$ cat src/hdl/wipm_pkg.sv
// Shared types and constants for the windowed I/Q power meter.
// Used by every module of the block; depends on nothing.
`default_nettype none

package wipm_pkg;

   localparam int SAMPLE_WIDTH_DEFAULT = 16;
   localparam int COUNT_WIDTH_DEFAULT  = 20;
   localparam int LOG_WIDTH            = 5;
   localparam int POWER_WIDTH          = 32;
   localparam int QUEUE_DEPTH          = 2;

   localparam logic [LOG_WIDTH-1:0]   LOG_RESET = LOG_WIDTH'(10);
   localparam logic [POWER_WIDTH-1:0] SUM_MAX   = 32'hFFFF_FFFF;

   typedef struct packed {
      logic signed [15:0] sample_inphase;
      logic signed [15:0] sample_quadrature;
      logic               packet_end;
   } req_type;

   typedef struct packed {
      logic signed [15:0]      out_inphase;
      logic signed [15:0]      out_quadrature;
      logic                    out_packet_end;
      logic [POWER_WIDTH-1:0]  mean_power;
      logic [POWER_WIDTH-1:0]  window_peak;
      logic                    measurement_fresh;
      logic                    window_closed;
   } rsp_type;

   typedef struct packed {
      req_type                sample;
      logic [POWER_WIDTH-1:0] power;
      logic                   closes;
      logic [LOG_WIDTH-1:0]   window_log;
   } work_type;

   typedef struct packed {
      logic full;
      logic empty;
   } queue_status_type;

endpackage

`default_nettype wire

$ cat src/hdl/wipm_back.sv
// Back end: saturating power accumulation, peak tracking, window latch and result register.
// Pops tagged items from the queue. Depends on wipm_pkg.
`default_nettype none

module wipm_back
   import wipm_pkg::*;
(
   input  wire logic             clock,
   input  wire logic             reset,
   input  wire queue_status_type queue_status,
   input  wire work_type         pop_entry,
   output      logic             pop,
   output      logic             rsp_valid,
   input  wire logic             rsp_stall,
   output      rsp_type          rsp_item
);

   logic [POWER_WIDTH-1:0] sum_ff, sum_in;
   logic [POWER_WIDTH-1:0] peak_ff, peak_in;
   logic [POWER_WIDTH-1:0] held_mean_ff, held_mean_in;
   logic [POWER_WIDTH-1:0] held_peak_ff, held_peak_in;
   logic                   fresh_ff, fresh_in;
   logic                   rsp_valid_ff, rsp_valid_in;
   rsp_type                rsp_ff, rsp_in;

   logic [POWER_WIDTH:0]   sum_wide;
   logic [POWER_WIDTH-1:0] sum_sat;
   logic [POWER_WIDTH-1:0] peak_next;

   assign pop       = !queue_status.empty && (!rsp_valid_ff || !rsp_stall);
   assign rsp_valid = rsp_valid_ff;
   assign rsp_item  = rsp_ff;

   always_comb begin
      sum_wide  = {1'b0, sum_ff} + {1'b0, pop_entry.power};
      sum_sat   = sum_wide[POWER_WIDTH] ? SUM_MAX : sum_wide[POWER_WIDTH-1:0];
      peak_next = (pop_entry.power > peak_ff) ? pop_entry.power : peak_ff;
   end

   always_comb begin
      sum_in       = sum_ff;
      peak_in      = peak_ff;
      held_mean_in = held_mean_ff;
      held_peak_in = held_peak_ff;
      fresh_in     = fresh_ff;
      rsp_valid_in = rsp_valid_ff && rsp_stall;
      rsp_in       = rsp_ff;
      if (pop) begin
         rsp_valid_in = 1'b1;
         if (pop_entry.closes) begin
            held_mean_in = sum_sat >> pop_entry.window_log;
            held_peak_in = peak_next;
            fresh_in     = 1'b1;
            sum_in       = '0;
            peak_in      = '0;
         end else begin
            sum_in  = sum_sat;
            peak_in = peak_next;
         end
         rsp_in.out_inphase       = pop_entry.sample.sample_inphase;
         rsp_in.out_quadrature    = pop_entry.sample.sample_quadrature;
         rsp_in.out_packet_end    = pop_entry.sample.packet_end;
         rsp_in.mean_power        = held_mean_in;
         rsp_in.window_peak       = held_peak_in;
         rsp_in.measurement_fresh = fresh_in;
         rsp_in.window_closed     = pop_entry.closes;
      end
   end

   always_ff @(posedge clock) begin
      if (reset) begin
         sum_ff       <= '0;
         peak_ff      <= '0;
         held_mean_ff <= '0;
         held_peak_ff <= '0;
         fresh_ff     <= 1'b0;
         rsp_valid_ff <= 1'b0;
      end else begin
         sum_ff       <= sum_in;
         peak_ff      <= peak_in;
         held_mean_ff <= held_mean_in;
         held_peak_ff <= held_peak_in;
         fresh_ff     <= fresh_in;
         rsp_valid_ff <= rsp_valid_in;
      end
      rsp_ff <= rsp_in;
   end

endmodule

`default_nettype wire

$ cat config.mk
export PLATFORM = sky130hd
export DESIGN_NAME = wipm_back
export DESIGN_NICKNAME = d
export VERILOG_FILES = /design/src/hdl/wipm_pkg.sv /design/src/hdl/wipm_back.sv
export SDC_FILE = /design/constraint.sdc
export NUM_CORES = 1
export LEC_CHECK = 0
export ABC_AREA = 1
export BUFFER_PORTS_ARGS = -buffer_cell sky130_fd_sc_hd__clkbuf_2
export CAP_MARGIN = 15
export CORE_AREA = 2 2 175 211
export DETAILED_ROUTE_END_ITERATION = 10
export DIE_AREA = 0 0 177 213
export PLACE_DENSITY_LB_ADDON = 0.15
export SLEW_MARGIN = 20
export SYNTH_ARGS = -nofsm -noshare
export SYNTH_HDL_FRONTEND = slang
export SYNTH_SLANG_ARGS = --single-unit
$ cat constraint.sdc
create_clock -name clock -period 7.4 [get_ports clock]
set_input_delay 0.37 -clock clock [delete_from_list [all_inputs] [get_ports clock]]
set_output_delay 0.37 -clock clock [all_outputs]
set_load 0.05 [all_outputs]
After elaboration in Yosys (flattened, before gate mapping) --
Cells that the tools add are included.
Storage, ports and cells: bits of input ports 76, output and inout bits 101, register bits after elaboration 229
Cells by class: multiplexer cells 8, magnitude comparators 1, reductions and logical operators 6, shifts and indexed selects 1, $add $sub $neg 1
Operators with widths (number):
- $mux 32 | 6
- $add 32x32->33 | 1
- $gt 32x32->1 | 1
- $shr 32x5->32 | 1
- $logic_not 1->1 | 3
- $logic_and 1x1->1 | 2
- $mux 1 | 2
- $logic_or 1x1->1 | 1

Longest topological paths before layout --
Gate-level depths: netlist of run 1.
depth after elaboration 4, mapped depth 23, depth with buffers taken out 23

Least setup slack after synthesis of run 1 --
Ideal clock, no wire load.
path kind register to register, start point reg rsp_valid_ff (netlist: rsp_valid), end point reg rsp_ff, in the netlist rsp_item[0] (enable), period minus slack after synthesis 2.869 ns, data required time 6.976 ns, setup slack 4.531 ns, cell stages (with the launch flop) 4, data arrival time 2.445 ns, path through dfxtp_1 -> a21oi_1 -> clkbuf_1 -> buf_2
Between the ends: word-level cells in the longest chain between the ends 3
RTL lines:
- from (decl) | RTL line wipm_back.sv:23 | logic rsp_valid_ff, rsp_valid_in;
- from (signal assigned) | RTL line wipm_back.sv:84 | rsp_valid_ff <= rsp_valid_in;
- $logic_not 1->1 | RTL line wipm_back.sv:30 | assign pop = !queue_status.empty && (!rsp_valid_ff || !rsp_stall);
- $logic_or 1x1->1 | RTL line wipm_back.sv:30
- $logic_and 1x1->1 | RTL line wipm_back.sv:30
- net pop | RTL line wipm_back.sv:12 | output logic pop,
- to (signal assigned) | RTL line wipm_back.sv:86 | rsp_ff <= rsp_in;
- to (decl) | RTL line wipm_back.sv:24 | rsp_type rsp_ff, rsp_in;
The timed path passes the listed nets, and every way through them passes these cells. A chain may end at the register's enable or synchronous reset.

Worst setup path in the final report of run 1 --
start point reg sum_ff[0], end point reg rsp_ff, in the netlist rsp_item[52], data pin
Between the ends: word-level cells in the longest chain between the ends 4
RTL lines:
- from (decl) | RTL line wipm_back.sv:18 | logic [POWER_WIDTH-1:0] sum_ff, sum_in;
- from (signal assigned) | RTL line wipm_back.sv:79 | sum_ff <= sum_in;
- $add 32x32->33 | RTL line wipm_back.sv:35 | sum_wide = {1'b0, sum_ff} + {1'b0, pop_entry.power};
- $mux 32 | RTL line wipm_back.sv:36 | sum_sat = sum_wide[POWER_WIDTH] ? SUM_MAX : sum_wide[POWER_WIDTH-1:0];
- $shr 32x5->32 | RTL line wipm_back.sv:51 | held_mean_in = sum_sat >> pop_entry.window_log;
- $mux 32 | RTL line wipm_back.sv:50 | if (pop_entry.closes) begin
Every way passes these cells.

==> impl_metrics.py, run 1 <==
metrics = {
    "sta": {
        "hold_violations": 0,
        "rsz0062_at_grt": "false",
        "fin_setup_tns_ns": 0,
        "relSlewSlack_pct": 28.25,
        "finalSetupViolations": 0,
        "finalCritPeriodShare_pct": 54.42,
        "fin_skew_ns": 0.01580,
        "finalCriticalPeriod_ns": 4.027,
        "fmax_mhz": 248.3,
        "worst_pin_slew_ns": 1.076,
        "drv_slew": 0,
    },
    "clock_network": {
        "cts_root_buffer": "clkbuf_16",
        "clk_path_buf_depth": 3,
        "cts_sinks": 229,
        "post_cts_resized": 0,
        "insertion_delay_ns": 0.56,
        "ctsHtreeMaxLevel": 1,
        "postCtsHoldBufs": 33,
        "cts_setup_buffers": 0,
        "clkSlewWorstSetupHoldPaths_ns": 0.07,
        "cts_tree": "built",
        "cts_made_buffers": 26,
    },
    "cells_and_area": {
        "finalNonFillerCells": 2657,
        "area_delta_synth_final_pct": 17.35,
        "layout_common_cells": "704 x nand2_1, 258 x nand3_1, 236 x inv_1, 174 x clkbuf_2, 130 x dfxtp_1",
        "drive_above_1_share_pct": 12.89,
        "fin_util_pct": 46.54,
        "final_common_cell": "nand2_1",
        "nets": 2309,
    },
    "critical_path": {
        "crit_path_start_kind": "flop",
        "critical_path_class": "flop to flop",
        "crit_arrival_ns": 4.34,
        "worstPathRequired_ns": 7.71,
        "crit_family": "simple AND/OR/NAND/NOR gates",
        "crit_chain": "ha_1 -> fa_1 -> nand2_1 -> nand2_1 -> nand3_2 -> nand2_4 -> nand2_4 -> nand2_4 -> a21oi_4 -> buf_4 -> nand3_1 -> nand2_1 -> nand3_1 -> nand3_1 -> nand2_1 -> nand2_1 -> nand2_1 -> a22o_1",
        "cp_slowest_cell": "a21oi_4",
        "max_stage_delay_ns": 0.57,
        "critPathMaxFanout": 18,
        "crit_buf_inv": 1,
        "critPathCaptureType": "flop",
        "cp_common_cell": "nand2_1",
    },
    "power_and_ir_drop": {
        "switching_share_pct": 33.77,
        "p_sw_mw": 1.277,
        "internal_power_mw": 2.504,
        "power_density_nw_per_um2": 227.9,
        "power_mw": 3.781,
        "combPwrFrac_pct": 24.7,
        "seqPwrFrac_pct": 38.3,
        "p_clk_share_pct": 36.9,
        "p_leak_nw": 8.012,
        "peakVddDrop_mv": 0.1703,
    },
    "synthesis": {
        "synth_top_family_by_area": "simple AND/OR/NAND/NOR gates",
        "yosysWarnings": 0,
        "synth_cell_types": 47,
        "avgSynthCellArea_sq_um": 7.035,
        "syn_nets": 2151,
        "ys_seq_elements": 229,
        "synth_fa_ha_area_share_pct": 5.804,
        "synth.cell_area_sq_um": 14140,
        "synth_compound_area_share_pct": 9.220,
        "ys_seq_area_share_pct": 39.43,
        "syn_inst": 2010,
        "synthSimpleGateAreaFrac_pct": 35.67,
        "post_synth_xor_area_fraction_pct": 0.5574,
        "synthMuxAreaShare_pct": 0,
    },
    "grt": {
        "grt_pass1_wl_mm": 66.43,
        "grt_max_degree": 86,
        "grt_pass1_vias": 12340,
        "antenna_found_initial": 0,
        "grt_usage_pct": 22.28,
        "grt-ovfl-total": 0,
    },
    "route": {
        "vias_per_cell": 5.027,
        "num_vias": 13360,
        "first_pass_iters": 6,
        "routed_wl_mm": 42.16,
        "drt_first_iter_violations": 1064,
        "wl_per_cell_microns": 15.87,
        "ant_nets": 0,
        "drc_errors": 0,
    },
    "place": {
        "place_hpwl_mm": 30.56,
        "dp_cells": 2575,
        "routabilityCongestion": 0.8816,
        "place.port_buffers": 175,
    },
    "flow_run": {
        "maxCapViolCount": 0,
    },
    "die": {
        "die_area_sq_um": 37700,
        "die_w_microns": 177,
        "start_util_pct": 39.66,
        "ios": 177,
        "core_area_sq_um": 35660,
        "fp.dieH_microns": 213,
        "row_count": 76,
    },
    "min_path": {
        "min_path_type": "input pin to flop",
    },
    "outcome": {
        "outcome": "completed",
    },
}
-- power groups by stage --
stage	combinational, mW	sequential [mW]	clock (mW)
floorplan	0.521	1.63	0
global placement	0.913	1.47	0
detailed placement	0.921	1.48	0
CTS	0.940	1.45	1.43
global route	1.04	1.46	1.49
finish	0.935	1.45	1.40
-- cell families after synthesis --
| kind of cell | Yosys count |
|---|---|
| fa+ha+maj | 65 |
| flops | 229 |
| xor+xnor | 9 |
| simple gates | 1140 |
| buf+inv | 339 |
| compound gates | 228 |
-- worst reg2reg max path, delay by kind of cell (launching register included) --
family	cells	cell delay, ns
compound gates	2	0.77
fa+ha+maj	2	0.69
buf+inv	1	0.42
flops	1	0.31
simple gates	13	1.58
-- final timing paths --
| kind | startpoint | to | slack [ns] | depth (start not counted) |
|---|---|---|---|---|
| hold reg to reg | peak_ff[27] | peak_ff[27] | 0.46 | 2 |
| setup / recovery | sum_ff[0] | rsp_item[52] | 3.37 | 18 |
| hold / removal | queue_status[0] | rsp_valid | 0.04 | 2 |
| setup reg to reg | sum_ff[0] | rsp_item[52] | 3.37 | 18 |
-- routing by layer --
layer,track usage [%],wire length [microns],up-vias
met2,37.85,20100,340
li1,-,-,6858
met5,0,0,-
met4,7.096,1167,0
met3,2.600,2090,57
met1,29.47,18800,6103
-- registers in the layout, indices dropped and copies added (netlist names) --
register	flops
peak_ff	32
held_peak_ff	32
sum_ff	32
fresh_ff	1
rsp_valid	1
held_mean_ff	32
rsp_item	99
-- stage by stage --
step                setup WS, ns  hold slack [ns]  instance area, sq um
CTS                        3.408          0.01482                 16590
finish                     3.373          0.04279                 16590
detailed placement         3.194           0.4551                 15350
floorplan                  4.531           0.4354                 14140
global placement           3.165           0.4515                 15350
global route               3.150          0.02658                 16590
-- area by class of cell --
cell class	instances	area (sq um)
antenna	1	2.502
clock buffer	28	658.1
clock inverter	20	256.5
fill	3736	19060
inverter	247	927.1
multi-input combinational	1442	7276
sequential	229	5575
tap	468	585.6
timing repair buffer	222	1314
-- cells in the mapped netlist (all sizes together) --
library cell	count	area, sq um
o22ai	1	6.260
nand3b	32	240.2
a31oi	1	6.260
clkbuf	59	221.5
o2111ai	1	8.760
clkinv	6	22.52
nand3	276	1524
a21oi	123	634.4
edfxtp	99	2973
ha	64	800.8
o221ai	1	8.760
nor3	6	41.29
nand4	21	131.4
o21ai	53	265.3
a211oi	1	7.510
inv	241	904.6
nor2	82	330.3
o21bai	3	22.52
nor4	2	12.51
o21a	33	247.7
fa	1	20.02
buf	33	170.2
or2	1	6.260
dfxtp	130	2603
a22oi	2	15.01
o211ai	1	7.510
nand2	714	2720
xor2	9	78.83
a22o	5	43.79
a32o	3	30.03
and2	3	18.77
and3	3	18.77
No activity file was read; power rests on OpenSTA's default activity.
==> run 2, diff against run 1 <==
ABC_AREA = 0   (was 1)
CORE_AREA = 2 2 177 214   (was 2 2 175 211)
DIE_AREA = 0 0 179 216   (was 0 0 177 213)
clock period = 4.05 ns   (was 7.4 ns; I/O delays follow)
==> run 2 against run 1 <==
Effect of this change: register-to-register slack lost 3.3 ns; cell area grew 5.7%; global-route usage grew 3.1 points; critical path type unchanged; clock power grew 71%; critical endpoint is now rsp_item[57]; largest power group unchanged; die area grew 2.6%; count of clock-buffer cells in the layout grew 2; total power grew 82%; wire length grew 19%; worst setup slack lost 3.3 ns; critical path depth shrank 6; largest cell class unchanged; maximum frequency grew 1.9%; hold slack lost 0.019 ns.
==> impl_metrics.py, run 2 <==
metrics = {
    "min_path": {
        "hold_start": "pop_entry[8]",
        "min_path_type": "input pin to flop",
        "min_path_cells": 2,
        "hold_end": "peak_ff[2]",
    },
    "sta": {
        "hold_violations": 0,
        "finalSetupViolations": 0,
        "relSlewSlack_pct": 34.73,
        "drv_slew": 0,
        "fmax_mhz": 253.0,
        "rsz0062_at_grt": "true",
        "fin_skew_ns": 0.03247,
        "finalCriticalPeriod_ns": 3.953,
        "fin_setup_tns_ns": 0,
        "finalCritPeriodShare_pct": 97.60,
        "worst_pin_slew_ns": 0.9791,
        "setup_slack_ns": 0.09725,
    },
    "critical_path": {
        "critPathMaxFanout": 7,
        "ff2ff_setup_slack_ns": 0.1,
        "worstRegToRegCells": 12,
        "worstPathRequired_ns": 4.33,
        "max_stage_delay_ns": 0.59,
        "crit_family": "compound AO/OA/AOI/OAI gates",
        "r2r_end": "rsp_item[57]",
        "critical_path_class": "flop to flop",
        "critPathCaptureType": "flop",
        "crit_chain": "ha_1 -> a21oi_1 -> o21ai_0 -> a211oi_1 -> o31ai_1 -> a21oi_1 -> xnor2_1 -> o21ai_1 -> o32ai_1 -> buf_4 -> nor3_1 -> o2bb2ai_1",
        "crit_path_start_kind": "flop",
        "r2r_start": "sum_ff[26]",
        "cp_slowest_cell": "a211oi_1",
        "cp_common_cell": "a21oi_1",
        "crit_arrival_ns": 4.24,
        "crit_buf_inv": 1,
    },
    "cells_and_area": {
        "area_delta_synth_final_pct": 21.53,
        "drive_above_1_share_pct": 21.38,
        "multi_input_area_sq_um": 8154,
        "largest_reg_flops": 99,
        "antenna_cells": 0,
        "fin_area_sq_um": 17540,
        "fillers": 3549,
        "final_common_cell": "clkbuf_2",
        "regArea_sq_um": 5575,
        "layout_common_cells": "173 x clkbuf_2, 164 x nor2_1, 130 x dfxtp_1, 126 x nand2_1, 119 x buf_4",
        "nets": 2002,
    },
    "die": {
        "start_util_pct": 39.52,
        "core_area_sq_um": 36510,
        "ios": 177,
        "row_count": 77,
        "die_w_microns": 179,
        "fp.dieH_microns": 216,
        "die_area_sq_um": 38660,
    },
    "clock_network": {
        "clk_path_buf_depth": 3,
        "ctsHtreeMaxLevel": 1,
        "cts_root_buffer": "clkbuf_16",
        "cts_made_buffers": 25,
        "insertion_delay_ns": 0.57,
        "clkSlewWorstSetupHoldPaths_ns": 0.06,
        "cts_sinks": 229,
        "cts_tree": "built",
    },
    "route": {
        "drt_first_iter_violations": 1190,
        "num_vias": 14250,
        "ant_nets": 0,
        "drc_errors": 0,
        "first_pass_iters": 5,
        "vias_per_cell": 6.055,
        "wl_per_cell_microns": 21.29,
        "routed_wl_mm": 50.13,
    },
    "grt": {
        "grt_usage_pct": 25.35,
        "grt_pass1_wl_mm": 77.09,
        "antenna_found_initial": 0,
        "grt_pass1_vias": 13340,
        "grt-ovfl-total": 0,
        "grt_max_degree": 164,
    },
    "synthesis": {
        "ys_top_cells_by_area": "edfxtp_1 21%, dfxtp_1 18%, ha_1 5.5%",
        "ys_seq_elements": 229,
        "synth_area_leader_cell": "edfxtp_1",
        "syn_nets": 1783,
        "synth_cell_types": 94,
        "synth.cell_area_sq_um": 14430,
        "synthMostInstantiatedCell": "nor2_1",
        "async_reset_ff_share_pct": 0,
        "yosysWarnings": 0,
        "avgSynthCellArea_sq_um": 8.787,
        "synth_flop_cell": "dfxtp_1",
        "ys_seq_area_share_pct": 38.64,
        "syn_inst": 1642,
        "ys_top_cells_by_count": "166 x nor2_1, 130 x dfxtp_1, 126 x nand2_1",
        "synth.top_cell.area_share_pct": 20.60,
        "synth_edf_count": 99,
    },
    "place": {
        "place_hpwl_mm": 36.28,
        "place_worst_setup_slack_ns": 0.1680,
        "dpl_cell_area_sq_um": 16240,
        "place.port_buffers": 175,
        "routabilityCongestion": 0.9308,
    },
    "outcome": {
        "outcome": "completed",
    },
    "power_and_ir_drop": {
        "p_leak_nw": 6.718,
        "peakVddDrop_mv": 0.2916,
        "power_density_nw_per_um2": 392.3,
    },
    "flow_run": {
        "maxCapViolCount": 0,
    },
}
-- run 2: cell types whose count changed after synthesis, moves of 33 or more --
cell       previous run  this run
nor3_1                5        59
a311oi_1              0        39
nor2_1               75       166
nand2_1             704       126
nand3_1             258        65
inv_1               238        49
a2111oi_0             0        33
a31oi_1               1        48
o21ai_0              43        98
clkbuf_1             59        99
-- run 2: cells by family after synthesis --
logic type / Yosys count / synth area share (%)
AO/OA/AOI/OAI: 602 / 29.99
adder cells (fa/ha/maj): 65 / 5.689
AND/OR/NAND/NOR: 510 / 16.47
XOR/XNOR: 16 / 0.9712
multiplexers: 29 / 2.775
flip-flops: 229 / 38.64
buffers and inverters: 191 / 5.472
-- run 2: power by group --
| part | total [mW] | switching, mW | internal [mW] |
|---|---|---|---|
| Sequential | 2.63 | 0.0562 | 2.58 |
| Combinational | 1.85 | 1.23 | 0.620 |
| Clock | 2.39 | 1.03 | 1.36 |
-- run 2: worst max-delay path by stage --
stage                  from              end  slack [ns]  depth (start not counted)
2_1_floorplan     sum_ff[0]  held_mean_ff[6]        0.62                         12
3_3_place_gp   pop_entry[6]     rsp_item[37]         0.1                         15
3_5_place_dp   pop_entry[6]     rsp_item[37]        0.17                         15
4_1_cts           sum_ff[0]     rsp_item[37]        0.19                         14
5_1_grt           sum_ff[0]     rsp_item[37]       -0.01                         14
6_report         sum_ff[26]     rsp_item[57]         0.1                         12
-- run 2: layout make-up --
type	instances	area share, %
Sequential cell	229	31.79
Timing Repair Buffer	333	12.43
Inverter	50	1.099
Clock buffer	30	3.732
Clock inverter	16	1.063
Tap cell	474	3.382
Multi-Input combinational cell	1222	46.50
-- run 2: per-stage QoR --
stage          instances  power [mW]  utilization (%)  hold WS, ns
2_1_floorplan       1642       3.885                -       0.2944
3_3_place_gp        2268       4.459            44.47       0.3807
3_5_place_dp        2268       4.478            44.47       0.3811
4_1_cts             2354       6.912            47.87     0.009367
5_1_grt             2354       7.168            48.02      0.02564
6_report            2354       6.880            48.02      0.02374
-- run 2: timing repair --
action,4_1_cts,5_1_grt
gates resized for setup,0,9
hold buffers,40,0
endpoints found under the hold margin,39,0
endpoints found under the setup margin,0,5
setup buffers,0,0
-- run 2: layer usage --
layer  track usage (%)  routed length (microns)
met1             34.31                    21270
met2             42.50                    24140
met3             2.361                     3224
met4             7.805                     1493
met5                 0                        0
==> run 3, diff against run 2 <==
ABC_CLOCK_PERIOD_IN_PS = 4100   (was not set)
CAP_MARGIN = 40   (was 15)
clock period = 4.1 ns   (was 4.05 ns; I/O delays follow)
==> run 3 against run 2 <==
Effect of this change: die area did not move; register-to-register slack improved by 0.11 ns; cell count barely moved; sequential power hardly changed; cell area is 0.11% lower; worst setup slack gained 0.11 ns; clock skew shrank 0.015 ns; sequential share of layout area hardly changed; utilization fell by 0.051 points; clock power up 2%; count of clock-buffer cells in the layout is 6 higher; largest cell class unchanged.
==> impl_metrics.py, run 3 (synthesis gave the netlist of run 2 again) <==
metrics = {
    "cells_and_area": {
        "layout_common_cells": "173 x clkbuf_2, 164 x nor2_1, 130 x dfxtp_1, 126 x nand2_1, 113 x buf_4",
        "fin_util_pct": 47.97,
        "drive_above_1_share_pct": 21.03,
        "final_common_cell": "clkbuf_2",
        "area_delta_synth_final_pct": 21.40,
        "largest_reg_flops": 99,
        "antenna_cells": 0,
        "fillers": 3516,
        "nets": 1999,
    },
    "route": {
        "drc_errors": 0,
        "vias_per_cell": 6.065,
        "routed_wl_mm": 50.50,
        "drt_first_iter_violations": 1202,
        "num_vias": 14270,
        "ant_nets": 0,
        "first_pass_iters": 8,
        "wl_per_cell_microns": 21.47,
    },
    "clock_network": {
        "cts_made_buffers": 26,
        "cts_tree": "built",
        "insertion_delay_ns": 0.56,
        "clk_path_buf_depth": 3,
        "ctsHtreeMaxLevel": 1,
        "clkSlewWorstSetupHoldPaths_ns": 0.06,
        "cts_root_buffer": "clkbuf_16",
        "cts_sinks": 229,
    },
    "power_and_ir_drop": {
        "p_sw_mw": 2.261,
        "power_density_nw_per_um2": 391.0,
        "p_clk_share_pct": 35.5,
        "peakVddDrop_mv": 0.3679,
        "seqPwrFrac_pct": 38.0,
        "switching_share_pct": 33.01,
        "internal_power_mw": 4.588,
        "combPwrFrac_pct": 26.5,
        "p_leak_nw": 6.725,
    },
    "sta": {
        "hold_slack_ns": 0.02359,
        "hold_violations": 0,
        "finalCriticalPeriod_ns": 3.893,
        "fmax_mhz": 256.9,
        "finalCritPeriodShare_pct": 94.94,
        "relSlewSlack_pct": 44.70,
        "worst_pin_slew_ns": 0.8239,
        "finalSetupViolations": 0,
        "rsz0062_at_grt": "false",
        "fin_setup_tns_ns": 0,
        "fin_skew_ns": 0.01731,
        "drv_slew": 0,
    },
    "flow_run": {
        "maxCapViolCount": 0,
    },
    "die": {
        "core_area_sq_um": 36510,
        "ios": 177,
        "die_w_microns": 179,
        "fp.dieH_microns": 216,
        "row_count": 77,
        "die_area_sq_um": 38660,
        "start_util_pct": 39.52,
    },
    "critical_path": {
        "crit_arrival_ns": 4.33,
        "worstPathRequired_ns": 4.54,
        "startpoint": "pop_entry[14]",
        "crit_path_start_kind": "input pin",
        "critical_path_class": "input pin to flop",
        "critPathCaptureType": "flop",
        "r2r_start": "sum_ff[0]",
        "critPathMaxFanout": 6,
    },
    "place": {
        "place_hpwl_mm": 36.57,
        "place.port_buffers": 175,
        "routabilityCongestion": 0.9353,
    },
    "outcome": {
        "outcome": "completed",
    },
    "grt": {
        "grt-ovfl-total": 0,
        "grt_max_degree": 101,
        "grt_usage_pct": 25.73,
        "antenna_found_initial": 0,
        "grt_pass1_wl_mm": 78.03,
        "grt_pass1_vias": 13630,
    },
    "min_path": {
        "hold_start": "pop_entry[13]",
        "min_path_type": "input pin to flop",
    },
}
run 3: repair_timing:
item                                   CTS  global route
endpoints found under the hold margin   42             0
gates resized for setup                  0             2
setup buffers                            0             0
hold buffers                            41             0
setup endpoints to repair                0             3
run 3: path summary, 6_finish.rpt:
check	end	slack, ns	cells past startpoint
min reg2reg	held_mean_ff[23]	0.46	2
min	peak_ff[7]	0.02	2
max reg2reg	rsp_item[37]	0.21	14
max	held_mean_ff[6]	0.21	14
run 3: through the flow:
stage / power (mW) / cells / setup WS [ns] / area, sq um
CTS: 6.906 / 2351 / 0.2584 / 17500
detailed placement: 4.417 / 2262 / 0.1653 / 16210
finish: 6.849 / 2352 / 0.2074 / 17520
global route: 7.151 / 2352 / 0.008417 / 17520
floorplan: 3.838 / 1642 / 0.6698 / 14430
global placement: 4.398 / 2261 / 0.05305 / 16200
run 3: area by class of cell:
type	instances	area, sq um	share of cell area, %
Clock buffer	36	728.2	4.157
Clock inverter	12	160.2	0.9143
Inverter	50	192.7	1.100
Multi-Input combinational cell	1222	8103	46.26
Sequential cell	229	5575	31.83
Tap cell	474	593.1	3.386
Timing Repair Buffer	329	2165	12.36
run 3: power groups by stage:
| stage | combinational, mW | sequential (mW) | clock, mW |
|---|---|---|---|
| 2_1_floorplan | 0.930 | 2.91 | 0 |
| 3_3_place_gp | 1.75 | 2.65 | 0 |
| 3_5_place_dp | 1.77 | 2.65 | 0 |
| 4_1_cts | 1.81 | 2.60 | 2.50 |
| 5_1_grt | 1.96 | 2.62 | 2.57 |
| 6_report | 1.82 | 2.60 | 2.43 |
run 3: layer usage:
layer	vias to the layer above	track usage, %	wire length (microns)
li1	6811	-	-
met1	6893	33.98	21680
met2	465	43.83	24460
met3	96	2.502	2729
met4	0	8.374	1623
met5	-	0	0
run 3: worst max-delay path: stages:
cell and delay, ns:
dlygate4sd3_1 0.53, clkbuf_2 0.17, ha_1 0.39, a21oi_1 0.31, o21ai_1 0.24, a22oi_1 0.60, nand3_1 0.16, a2bb2oi_1 0.38
o32ai_1 0.23, nor3_1 0.23, buf_4 0.15, nor2_1 0.05, or4_4 0.52, o21a_1 0.18
